===== src/rtl/rthi_pkg.sv =====
`default_nettype none
package rthi_pkg;

    // Pixel and result field widths
    localparam int unsigned PIX_W = 24;
    localparam int unsigned CH_W  = 8;
    localparam int unsigned HUE_W = 9;

    // Divider datapath widths and cell count (one quotient bit per cell)
    localparam int unsigned REM_W  = 16;
    localparam int unsigned Q_W    = 8;
    localparam int unsigned NCELLS = Q_W;

    // Hue sector offsets
    localparam logic [HUE_W-1:0] HUE_GREEN = 9'd120;
    localparam logic [HUE_W-1:0] HUE_BLUE  = 9'd240;
    localparam logic [HUE_W-1:0] HUE_WRAP  = 9'd360;

    // Which channel holds the maximum
    typedef enum logic [1:0] {
        SEC_RED   = 2'd0,
        SEC_GREEN = 2'd1,
        SEC_BLUE  = 2'd2
    } t_sector;

    // Byte order of the packed pixel
    typedef enum logic {
        ORDER_RED_LOW  = 1'b0,
        ORDER_RED_HIGH = 1'b1
    } t_order;

    // Data carried along the divider chain
    typedef struct packed {
        logic [REM_W-1:0] sat_rem;   // partial remainder, 255*delta / vmax
        logic [REM_W-1:0] sat_dsh;   // shifted divisor
        logic [Q_W-1:0]   sat_q;
        logic [REM_W-1:0] hue_rem;   // partial remainder, 60*|diff| / delta
        logic [REM_W-1:0] hue_dsh;
        logic [Q_W-1:0]   hue_q;
        logic [CH_W-1:0]  vmax;
        t_sector          sector;
        logic             hue_neg;   // difference was negative
        logic             grey;      // delta is zero
    } t_stage;

endpackage
`default_nettype wire


===== src/rtl/rthi_if.sv =====
`default_nettype none
// Pixel input stream
interface rthi_pix_if;
    logic                         valid;
    logic                         ready;
    logic [rthi_pkg::PIX_W-1:0]   pixel;
    modport source (output valid, output pixel, input ready);
    modport sink   (input valid, input pixel, output ready);
endinterface

// HSV result stream
interface rthi_hsv_if;
    logic                         valid;
    logic                         ready;
    logic [rthi_pkg::HUE_W-1:0]   hue;
    logic [rthi_pkg::CH_W-1:0]    saturation;
    logic [rthi_pkg::CH_W-1:0]    brightness;
    modport source (output valid, output hue, output saturation, output brightness,
                    input ready);
    modport sink   (input valid, input hue, input saturation, input brightness,
                    output ready);
endinterface

// Configuration write channel (channel_order)
interface rthi_cfg_if;
    logic valid;
    logic ready;
    logic data;
    modport source (output valid, output data, input ready);
    modport sink   (input valid, input data, output ready);
endinterface
`default_nettype wire


===== src/rtl/rthi_front.sv =====
`default_nettype none
module rthi_front (
    input  wire logic                        i_clk,
    input  wire logic                        i_rst_n,
    input  wire logic                        i_order,
    input  wire logic                        i_valid,
    input  wire logic [rthi_pkg::PIX_W-1:0]  i_pixel,
    output logic                             o_ready,
    output logic                             o_valid,
    output rthi_pkg::t_stage                 o_stage,
    input  wire logic                        i_dn_ready
);

    localparam int unsigned CH_W = rthi_pkg::CH_W;

    logic                   r_valid;
    rthi_pkg::t_stage       r_stage;
    rthi_pkg::t_stage       n_stage;
    logic                   w_en;

    logic [CH_W-1:0]        w_r, w_g, w_b;
    logic [CH_W-1:0]        w_max, w_min, w_delta;
    logic [CH_W:0]          w_diff;      // signed, 9 bits
    logic [CH_W-1:0]        w_mag;
    rthi_pkg::t_sector      w_sector;

    assign w_en    = !r_valid || i_dn_ready;
    assign o_ready = w_en;
    assign o_valid = r_valid;
    assign o_stage = r_stage;

    // Unpack channels, find max, min and hue sector
    always_comb begin
        w_g = i_pixel[15:8];
        if (rthi_pkg::t_order'(i_order) == rthi_pkg::ORDER_RED_HIGH) begin
            w_r = i_pixel[23:16];
            w_b = i_pixel[7:0];
        end else begin
            w_r = i_pixel[7:0];
            w_b = i_pixel[23:16];
        end
        w_max = w_r;
        w_min = w_r;
        if (w_g > w_max) w_max = w_g;
        if (w_b > w_max) w_max = w_b;
        if (w_g < w_min) w_min = w_g;
        if (w_b < w_min) w_min = w_b;
        w_delta = w_max - w_min;
        // red wins ties, then green
        if (w_r == w_max) begin
            w_sector = rthi_pkg::SEC_RED;
            w_diff   = {1'b0, w_g} - {1'b0, w_b};
        end else if (w_g == w_max) begin
            w_sector = rthi_pkg::SEC_GREEN;
            w_diff   = {1'b0, w_b} - {1'b0, w_r};
        end else begin
            w_sector = rthi_pkg::SEC_BLUE;
            w_diff   = {1'b0, w_r} - {1'b0, w_g};
        end
        w_mag = w_diff[CH_W] ? CH_W'(-w_diff) : w_diff[CH_W-1:0];
    end

    // Seed the divider chain: numerators and divisors aligned to the top quotient bit
    always_comb begin
        n_stage         = '0;
        n_stage.sat_rem = ({8'd0, w_delta} << 8) - {8'd0, w_delta};
        n_stage.sat_dsh = {8'd0, w_max} << (rthi_pkg::Q_W - 1);
        n_stage.hue_rem = ({8'd0, w_mag} << 6) - ({8'd0, w_mag} << 2);
        n_stage.hue_dsh = {8'd0, w_delta} << (rthi_pkg::Q_W - 1);
        n_stage.vmax    = w_max;
        n_stage.sector  = w_sector;
        n_stage.hue_neg = w_diff[CH_W];
        n_stage.grey    = (w_delta == '0);
    end

    // Control
    always_ff @(posedge i_clk) begin
        if (!i_rst_n) begin
            r_valid <= 1'b0;
        end else if (w_en) begin
            r_valid <= i_valid;
        end
    end

    // Payload
    always_ff @(posedge i_clk) begin
        if (w_en) begin
            r_stage <= n_stage;
        end
    end

endmodule
`default_nettype wire


===== src/rtl/rthi_cell.sv =====
`default_nettype none
module rthi_cell (
    input  wire logic              i_clk,
    input  wire logic              i_rst_n,
    input  wire logic              i_valid,
    input  wire rthi_pkg::t_stage  i_stage,
    output logic                   o_ready,
    output logic                   o_valid,
    output rthi_pkg::t_stage       o_stage,
    input  wire logic              i_dn_ready
);

    logic              r_valid;
    rthi_pkg::t_stage  r_stage;
    rthi_pkg::t_stage  n_stage;
    logic              w_en;

    assign w_en    = !r_valid || i_dn_ready;
    assign o_ready = w_en;
    assign o_valid = r_valid;
    assign o_stage = r_stage;

    // One restoring step for each division, then halve the divisors
    always_comb begin
        n_stage = i_stage;
        if (i_stage.sat_rem >= i_stage.sat_dsh) begin
            n_stage.sat_rem = i_stage.sat_rem - i_stage.sat_dsh;
            n_stage.sat_q   = {i_stage.sat_q[rthi_pkg::Q_W-2:0], 1'b1};
        end else begin
            n_stage.sat_q   = {i_stage.sat_q[rthi_pkg::Q_W-2:0], 1'b0};
        end
        if (i_stage.hue_rem >= i_stage.hue_dsh) begin
            n_stage.hue_rem = i_stage.hue_rem - i_stage.hue_dsh;
            n_stage.hue_q   = {i_stage.hue_q[rthi_pkg::Q_W-2:0], 1'b1};
        end else begin
            n_stage.hue_q   = {i_stage.hue_q[rthi_pkg::Q_W-2:0], 1'b0};
        end
        n_stage.sat_dsh = i_stage.sat_dsh >> 1;
        n_stage.hue_dsh = i_stage.hue_dsh >> 1;
    end

    // Control
    always_ff @(posedge i_clk) begin
        if (!i_rst_n) begin
            r_valid <= 1'b0;
        end else if (w_en) begin
            r_valid <= i_valid;
        end
    end

    // Payload
    always_ff @(posedge i_clk) begin
        if (w_en) begin
            r_stage <= n_stage;
        end
    end

endmodule
`default_nettype wire


===== src/rtl/rthi_back.sv =====
`default_nettype none
module rthi_back (
    input  wire logic                        i_clk,
    input  wire logic                        i_rst_n,
    input  wire logic                        i_valid,
    input  wire rthi_pkg::t_stage            i_stage,
    output logic                             o_ready,
    output logic                             o_valid,
    output logic [rthi_pkg::HUE_W-1:0]       o_hue,
    output logic [rthi_pkg::CH_W-1:0]        o_sat,
    output logic [rthi_pkg::CH_W-1:0]        o_val,
    input  wire logic                        i_dn_ready
);

    localparam int unsigned HUE_W = rthi_pkg::HUE_W;

    logic                 r_valid;
    logic [HUE_W-1:0]     r_hue;
    logic [rthi_pkg::CH_W-1:0] r_sat;
    logic [rthi_pkg::CH_W-1:0] r_val;
    logic [HUE_W-1:0]     n_hue;
    logic [rthi_pkg::CH_W-1:0] n_sat;
    logic [HUE_W-1:0]     w_q;
    logic                 w_en;

    assign w_en    = !r_valid || i_dn_ready;
    assign o_ready = w_en;
    assign o_valid = r_valid;
    assign o_hue   = r_hue;
    assign o_sat   = r_sat;
    assign o_val   = r_val;

    // Apply sign and sector offset, wrap negative red hues, zero hue and saturation for grey
    always_comb begin
        w_q   = {1'b0, i_stage.hue_q};
        n_sat = i_stage.grey ? '0 : i_stage.sat_q;
        case (i_stage.sector)
            rthi_pkg::SEC_RED: begin
                if (i_stage.hue_neg && (w_q != '0)) n_hue = rthi_pkg::HUE_WRAP - w_q;
                else                                 n_hue = w_q;
            end
            rthi_pkg::SEC_GREEN: begin
                n_hue = i_stage.hue_neg ? rthi_pkg::HUE_GREEN - w_q
                                        : rthi_pkg::HUE_GREEN + w_q;
            end
            rthi_pkg::SEC_BLUE: begin
                n_hue = i_stage.hue_neg ? rthi_pkg::HUE_BLUE - w_q
                                        : rthi_pkg::HUE_BLUE + w_q;
            end
            default: begin
                n_hue = '0;
            end
        endcase
        if (i_stage.grey) n_hue = '0;
    end

    // Control
    always_ff @(posedge i_clk) begin
        if (!i_rst_n) begin
            r_valid <= 1'b0;
        end else if (w_en) begin
            r_valid <= i_valid;
        end
    end

    // Output register
    always_ff @(posedge i_clk) begin
        if (w_en) begin
            r_hue <= n_hue;
            r_sat <= n_sat;
            r_val <= i_stage.vmax;
        end
    end

endmodule
`default_nettype wire


===== src/rtl/rgb_to_hsv_integer_unit.sv =====
`default_nettype none
// Integer RGB to HSV converter. Accepts one packed 24-bit pixel per clock and
// returns hue (0..359 degrees, 0 for grey), saturation (255*delta/max,
// truncated) and brightness (the largest channel). Throughput is one pixel
// per cycle while the output is not stalled. Stages: an input stage that
// unpacks the pixel and finds max/min, a row of 8 divider cells that each
// resolve one quotient bit of both the saturation and the hue division, and
// an output register that applies the hue sector offset. Every stage holds
// its transaction when the one after it is full, so bubbles collapse and the
// input keeps accepting while a result waits at the output until all stages
// fill. The channel_order register (reset 0: red in the low byte; 1: red in
// the high byte) is written through the configuration channel, which is
// always ready, and should only change while the pipeline is empty.
module rgb_to_hsv_integer_unit (
    input  wire logic    i_clk,
    input  wire logic    i_rst_n,
    rthi_pix_if.sink     i_pixel,
    rthi_hsv_if.source   o_hsv,
    rthi_cfg_if.sink     i_cfg
);

    localparam int unsigned NCELLS = rthi_pkg::NCELLS;

    logic                r_channel_order;
    rthi_pkg::t_stage    w_stage [NCELLS+1];
    logic                w_valid [NCELLS+1];
    logic                w_ready [NCELLS+1];

    // Configuration register
    assign i_cfg.ready = 1'b1;
    always_ff @(posedge i_clk) begin
        if (!i_rst_n) begin
            r_channel_order <= 1'b0;
        end else if (i_cfg.valid) begin
            r_channel_order <= i_cfg.data;
        end
    end

    // Input stage
    rthi_front u_front (
        .i_clk      (i_clk),
        .i_rst_n    (i_rst_n),
        .i_order    (r_channel_order),
        .i_valid    (i_pixel.valid),
        .i_pixel    (i_pixel.pixel),
        .o_ready    (i_pixel.ready),
        .o_valid    (w_valid[0]),
        .o_stage    (w_stage[0]),
        .i_dn_ready (w_ready[0])
    );

    // Divider cell row
    for (genvar k = 0; k < NCELLS; k++) begin : g_cell
        rthi_cell u_cell (
            .i_clk      (i_clk),
            .i_rst_n    (i_rst_n),
            .i_valid    (w_valid[k]),
            .i_stage    (w_stage[k]),
            .o_ready    (w_ready[k]),
            .o_valid    (w_valid[k+1]),
            .o_stage    (w_stage[k+1]),
            .i_dn_ready (w_ready[k+1])
        );
    end

    // Output stage
    rthi_back u_back (
        .i_clk      (i_clk),
        .i_rst_n    (i_rst_n),
        .i_valid    (w_valid[NCELLS]),
        .i_stage    (w_stage[NCELLS]),
        .o_ready    (w_ready[NCELLS]),
        .o_valid    (o_hsv.valid),
        .o_hue      (o_hsv.hue),
        .o_sat      (o_hsv.saturation),
        .o_val      (o_hsv.brightness),
        .i_dn_ready (o_hsv.ready)
    );

endmodule
`default_nettype wire


===== src/flat_wrapper.sv =====
// flat-port wrapper written by rule: the top's interface ports become plain ports
module rgb_to_hsv_integer_unit_flat 
  (i_clk, i_rst_n, i_pixel_valid, i_pixel_pixel, i_pixel_ready, o_hsv_valid, o_hsv_hue, o_hsv_saturation, o_hsv_brightness, o_hsv_ready, i_cfg_valid, i_cfg_data, i_cfg_ready);
  rthi_pix_if i_pixel_i ();
  rthi_hsv_if o_hsv_i ();
  rthi_cfg_if i_cfg_i ();
  input  wire logic i_clk;
  input  wire logic i_rst_n;
  input wire logic [$bits(i_pixel_i.valid)-1:0] i_pixel_valid;
  input wire logic [$bits(i_pixel_i.pixel)-1:0] i_pixel_pixel;
  output wire logic [$bits(i_pixel_i.ready)-1:0] i_pixel_ready;
  output wire logic [$bits(o_hsv_i.valid)-1:0] o_hsv_valid;
  output wire logic [$bits(o_hsv_i.hue)-1:0] o_hsv_hue;
  output wire logic [$bits(o_hsv_i.saturation)-1:0] o_hsv_saturation;
  output wire logic [$bits(o_hsv_i.brightness)-1:0] o_hsv_brightness;
  input wire logic [$bits(o_hsv_i.ready)-1:0] o_hsv_ready;
  input wire logic [$bits(i_cfg_i.valid)-1:0] i_cfg_valid;
  input wire logic [$bits(i_cfg_i.data)-1:0] i_cfg_data;
  output wire logic [$bits(i_cfg_i.ready)-1:0] i_cfg_ready;
  assign i_pixel_i.valid = i_pixel_valid;
  assign i_pixel_i.pixel = i_pixel_pixel;
  assign i_pixel_ready = i_pixel_i.ready;
  assign o_hsv_valid = o_hsv_i.valid;
  assign o_hsv_hue = o_hsv_i.hue;
  assign o_hsv_saturation = o_hsv_i.saturation;
  assign o_hsv_brightness = o_hsv_i.brightness;
  assign o_hsv_i.ready = o_hsv_ready;
  assign i_cfg_i.valid = i_cfg_valid;
  assign i_cfg_i.data = i_cfg_data;
  assign i_cfg_ready = i_cfg_i.ready;
  rgb_to_hsv_integer_unit u_core (.i_clk(i_clk), .i_rst_n(i_rst_n), .i_pixel(i_pixel_i), .o_hsv(o_hsv_i), .i_cfg(i_cfg_i));
endmodule

===== config.mk =====
export PLATFORM = sky130hd
export DESIGN_NAME = rgb_to_hsv_integer_unit_flat
export DESIGN_NICKNAME = d
export VERILOG_FILES = /design/src/rtl/rthi_pkg.sv /design/src/rtl/rthi_if.sv /design/src/rtl/rthi_front.sv /design/src/rtl/rthi_cell.sv /design/src/rtl/rthi_back.sv /design/src/rtl/rgb_to_hsv_integer_unit.sv /design/src/flat_wrapper.sv
export SDC_FILE = /design/constraint.sdc
export NUM_CORES = 1
export LEC_CHECK = 0
export BUFFER_PORTS_ARGS = -buffer_cell sky130_fd_sc_hd__buf_2
export CAP_MARGIN = 30
export CORE_MARGIN = 2
export CORE_UTILIZATION = 40
export DETAILED_ROUTE_END_ITERATION = 12
export MAX_ROUTING_LAYER = met4
export PLACE_DENSITY = 0.59
export SYNTH_ARGS = -nofsm -noshare
export SYNTH_HDL_FRONTEND = slang
export SYNTH_HIERARCHICAL = 1
export SYNTH_SLANG_ARGS = --single-unit

===== constraint.sdc =====
create_clock -name i_clk -period 48.7 [get_ports i_clk]
set_input_delay 4.87 -clock i_clk [delete_from_list [all_inputs] [get_ports i_clk]]
set_output_delay 4.87 -clock i_clk [all_outputs]
set_load 0.02 [all_outputs]

# Word level (Yosys, flattened, before mapping)
# Cells that the tools add are included.
# Widths: inputs -> output; s select.
[totals] regBits=536 latch_bits=0 ram_bits=0 romBits=0 out_inout_bits=28 mem_count=0
[classes] n_addsub=26 mul=0 div=0 order_cmp=20 eq_ne=4 shift=0 mux=44 n_bitwise=0 n_reduce_logical=24
[ops] op="$mux 16" n=14
[ops] op="$mux 8" n=7
[ops] op="$mux 9" n=5
[ops] op="$ge 16x10->1" n=2
[ops] op="$ge 16x11->1" n=2
[ops] op="$ge 16x12->1" n=2
[ops] op="$ge 16x13->1" n=2
[ops] op="$ge 16x14->1" n=2
[ops] op="$ge 16x15->1" n=2
[ops] op="$ge 16x8->1" n=2
[ops] op="$ge 16x9->1" n=2
[ops] op="$sub 16x10->16" n=2
[ops] op="$sub 16x11->16" n=2
[ops] op="$sub 16x12->16" n=2
[ops] op="$sub 16x13->16" n=2
[ops] op="$sub 16x14->16" n=2
[ops] op="$sub 16x15->16" n=2
[ops] op="$sub 16x9->16" n=2
[ops] op="$pmux 9 s3" n=1
[ops] op="$sub 8x8->9" n=3
[ops] op="$eq 8x8->1" n=2
[ops] op="$gt 8x8->1" n=2
[ops] op="$lt 8x8->1" n=2
[ops] op="$mux 1" n=16
[ops] op="other kinds (18)" n=36

# Logic depth before layout (Yosys ltp)
[logic_depth] depth_word=11 depth_mapped=32

# Modules after synthesis
# The synthesis kept the hierarchy.
[by_module_without_submodules] mod="rthi_cell at u_core.g_cell[2].u_cell ..." n_inst=4 cells_each=403 area_each_um2=4979.8 seq_area_each_um2=2722.6
[by_module_without_submodules] mod="rthi_front" n_inst=1 cells_each=585 area_each_um2=5323.9 seq_area_each_um2=1461.4
[by_module_without_submodules] mod="rthi_cell at u_core.g_cell[6].u_cell" n_inst=1 cells_each=426 area_each_um2=5141.2 seq_area_each_um2=2722.6
[by_module_without_submodules] mod="rthi_cell at u_core.g_cell[1].u_cell" n_inst=1 cells_each=406 area_each_um2=4982.3 seq_area_each_um2=2722.6
[by_module_without_submodules] mod="rthi_cell at u_core.g_cell[0].u_cell" n_inst=1 cells_each=403 area_each_um2=4911.0 seq_area_each_um2=2722.6
[by_module_without_submodules] mod="rthi_cell at u_core.g_cell[7].u_cell" n_inst=1 cells_each=392 area_each_um2=4882.2 seq_area_each_um2=2722.6
[by_module_without_submodules] mod="rthi_back" n_inst=1 cells_each=161 area_each_um2=1695.4 seq_area_each_um2=770.7
[by_module_without_submodules] mod="rgb_to_hsv_integer_unit" n_inst=1 cells_each=5 area_each_um2=47.5 seq_area_each_um2=20.0

# Worst setup path after synthesis
# OpenSTA, ideal clock, no wires.
[synth_path] path_kind="input -> output" startpoint="input port o_hsv_ready" endpoint="output port i_pixel_ready" arrival_ns=26.075 t_required_ns=43.830 setup_slack_ns=17.755 path_stages=10 path_cell_list="nand2b_1 nand2b_1 nand2b_1 nand2b_1 nand2b_1 nand2b_1 nand2b_1 nand2b_1 nand2b_1 nand2b_1"
[synth_rtl] item="from (decl)" line_no="flat_wrapper.sv:16" source="input wire logic [$bits(o_hsv_i.ready)-1:0] o_hsv_ready;"
[synth_rtl] item="to (decl)" line_no="flat_wrapper.sv:11" source="output wire logic [$bits(i_pixel_i.ready)-1:0] i_pixel_ready;"

==> results_dict.tcl <==
set metrics [dict create \
    grt_max_degree 85 \
    ctsHoldBuffers 0 \
    cts.sinks 686 \
    syn_area_per_cell_sq_um 11.4 \
    cts-buffers-inserted 77 \
    route.final.wire_length_um 80800 \
    worst_pin_slew_ns 0.993 \
    cp.arrival_ns 11.71 \
    power.leakage_nw 19.1 \
    viasPerCell 5.10 \
    grt_pass1_wl_um 133000 \
    worstPathRequired_ns 43.83 \
    clock_path_buffers 3 \
    ir_worst_vdd_v 0.0000379 \
    synthCells 3680 \
    drive_above_1_share_pct 12.1 \
    crit_fanout 82 \
    nNetsFinal 4109 \
    drtAntennaViolNets 0 \
    grt_overflow 0 \
    die_h_um 328 \
    cp-start-kind "input port" \
    status "finished, final reports clean" \
    cts_tree "done" \
    path_clk_slew_ns 0.06 \
    areaGrowthSynthToFinish_pct 9.90 \
    syn_area_sq_um 42000 \
    ys_warn_count 6 \
    hold_viol 0 \
    num_vias 26500 \
    dp_hpwl_um 61700 \
    nFillCells 9651 \
    ios 58 \
    antenna_found_initial 1 \
    criticalPathCategory "input port to output pin" \
    fin_crit_ns 16.59 \
    cts_htree_levels 3 \
    cellPowerDensity_nw_per_um2 77.4 \
    finalSetupViolations 0 \
    grt_pass1_vias 26000 \
    die_area_sq_um 108000 \
    gp_congestion 0.877 \
    fin_skew_ns 0.0243 \
    p_total_mw 3.58 \
    relSlewSlack_pct 33.6 \
    rows 118 \
    hold_class "flop to flop" \
    maxSlewViolCount 0 \
    dr.pass1.iters 7 \
    core_sq_um 104000 \
    cts_resized 0 \
    wl_per_cell_um 15.6 \
    drt-initial-drc-count 1614 \
    rsz0062_at_grt "no" \
    cp-end-kind "output pin" \
    start_util_pct 40.4 \
    post_cts_buffers 0 \
    antenna_cells 0 \
    drc 0 \
    post-route-period-util_pct 34.1 \
    cts_root_buf "clkbuf_16" \
    fmax_mhz 60.3 \
    io_buffers 56 \
    grt_use_total_pct 15.5 \
    worstSkewPairLatency_ns 0.63 \
    die_w_um 328 \
    maxCapViolCount 0 \
    setup_tns_ns 0 \
]
==> registers in the layout (all words and copies together) (netlist names) <==
| signal | flops |
|---|---|
| u_core/r_channel_order | 1 |
| u_core/u_back/o_sat | 8 |
| u_core/u_front/o_valid | 1 |
| u_core/u_back/o_hue | 9 |
| u_core/g_cell.u_cell/o_stage | 602 |
| u_core/g_cell.u_cell/o_valid | 8 |
| u_core/u_front/o_stage | 48 |
| u_core/u_back/o_valid | 1 |
| u_core/u_back/o_val | 8 |
==> layout make-up <==
type                    instances  area, sq um  share of cell area, %
clock inverters                41          508                   1.10
flip-flops and latches        686        20500                   44.4
clock buffers                 102         2120                   4.60
well taps                    1380         1730                   3.74
repair buffers                 73          455                  0.986
multi-input cells            2483        19300                   41.8
inverters                     420         1580                   3.41
==> through the flow <==
step / setup slack (ns) / area, sq um / std cells / hold slack (ns) / util (%)
floorplan: 20.61 / 42100 / 3704 / 0.400 / -
global placement: 31.62 / 43500 / 5037 / 0.403 / 41.8
detailed placement: 31.52 / 43500 / 5039 / 0.405 / 41.9
CTS: 31.50 / 46100 / 5182 / 0.409 / 44.4
global route: 31.32 / 46200 / 5185 / 0.418 / 44.4
finish: 32.12 / 46200 / 5185 / 0.408 / 44.4
==> power by group <==
group / switching, mW / internal, mW
clock network: 0.234 / 0.358
logic: 1.00 / 0.861
registers: 0.133 / 0.988
total: 1.37 / 2.21
==> layer usage <==
layer  global-route usage [%]  share of wire [%]
met1                     20.3                 47
met2                     24.9                 46
met3                     1.84                3.6
met4                     5.35                2.9
met5                        -                  0
==> layout by cell type (no fill, tap or decap), types with 13 or more instances in the layout <==
| cell type | n |
|---|---|
| edfxtp_1 | 675 |
| inv_1 | 419 |
| ha_1 | 318 |
| a21oi_1 | 210 |
| nand2_1 | 202 |
| nor2_1 | 186 |
| xnor2_1 | 174 |
| o21ai_0 | 156 |
| mux2_2 | 112 |
| clkbuf_16 | 79 |
| o21a_1 | 79 |
| mux2i_1 | 74 |
| nand3_1 | 66 |
| nor3_1 | 58 |
| nor2b_1 | 57 |
| a21o_1 | 57 |
| buf_2 | 56 |
| mux2_4 | 53 |
| xor2_1 | 51 |
| conb_1 | 33 |
| nand4_1 | 33 |
| nand2b_1 | 31 |
| o31ai_1 | 29 |
| a211oi_1 | 27 |
| a31oi_1 | 27 |
| and3_1 | 23 |
| o31a_1 | 23 |
| or3_1 | 21 |
| o211ai_1 | 20 |
| fa_1 | 20 |
| a21oi_2 | 20 |
| o21ai_1 | 19 |
| a211o_1 | 19 |
| a21boi_0 | 18 |
| clkbuf_1 | 17 |
| and2_1 | 16 |
| o21bai_1 | 16 |
| o22ai_1 | 14 |
| clkinv_2 | 13 |
==> worst paths after layout <==
kind                                                          from                            endpoint  slack [ns]  cells after the start
worst min register to register  u_core/g_cell[3].u_cell/o_stage[9]  u_core/g_cell[4].u_cell/o_stage[9]        0.41                      0
worst max register to register              u_core/r_channel_order          u_core/u_front/o_stage[49]       41.15                     25
worst min-delay path            u_core/g_cell[3].u_cell/o_stage[9]  u_core/g_cell[4].u_cell/o_stage[9]        0.41                      0
worst max-delay path                                   o_hsv_ready                       i_pixel_ready       32.12                     19
==> critical path: stages <==
cell	delay [ns]
buf_2	0.07
nand2b_1	0.10
buf_4	0.31
nand2b_1	0.15
buf_4	0.33
nand2b_4	0.59
nand2b_4	0.53
nand2b_4	0.53
nand2b_4	0.22
buf_4	0.39
buf_12	0.30
nand2b_4	0.17
buf_4	0.71
nand2b_4	0.59
buf_12	0.30
nand2b_4	0.45
nand2b_2	0.20
buf_4	0.51
buf_2	0.28
(Power assumes the default switching activity.)
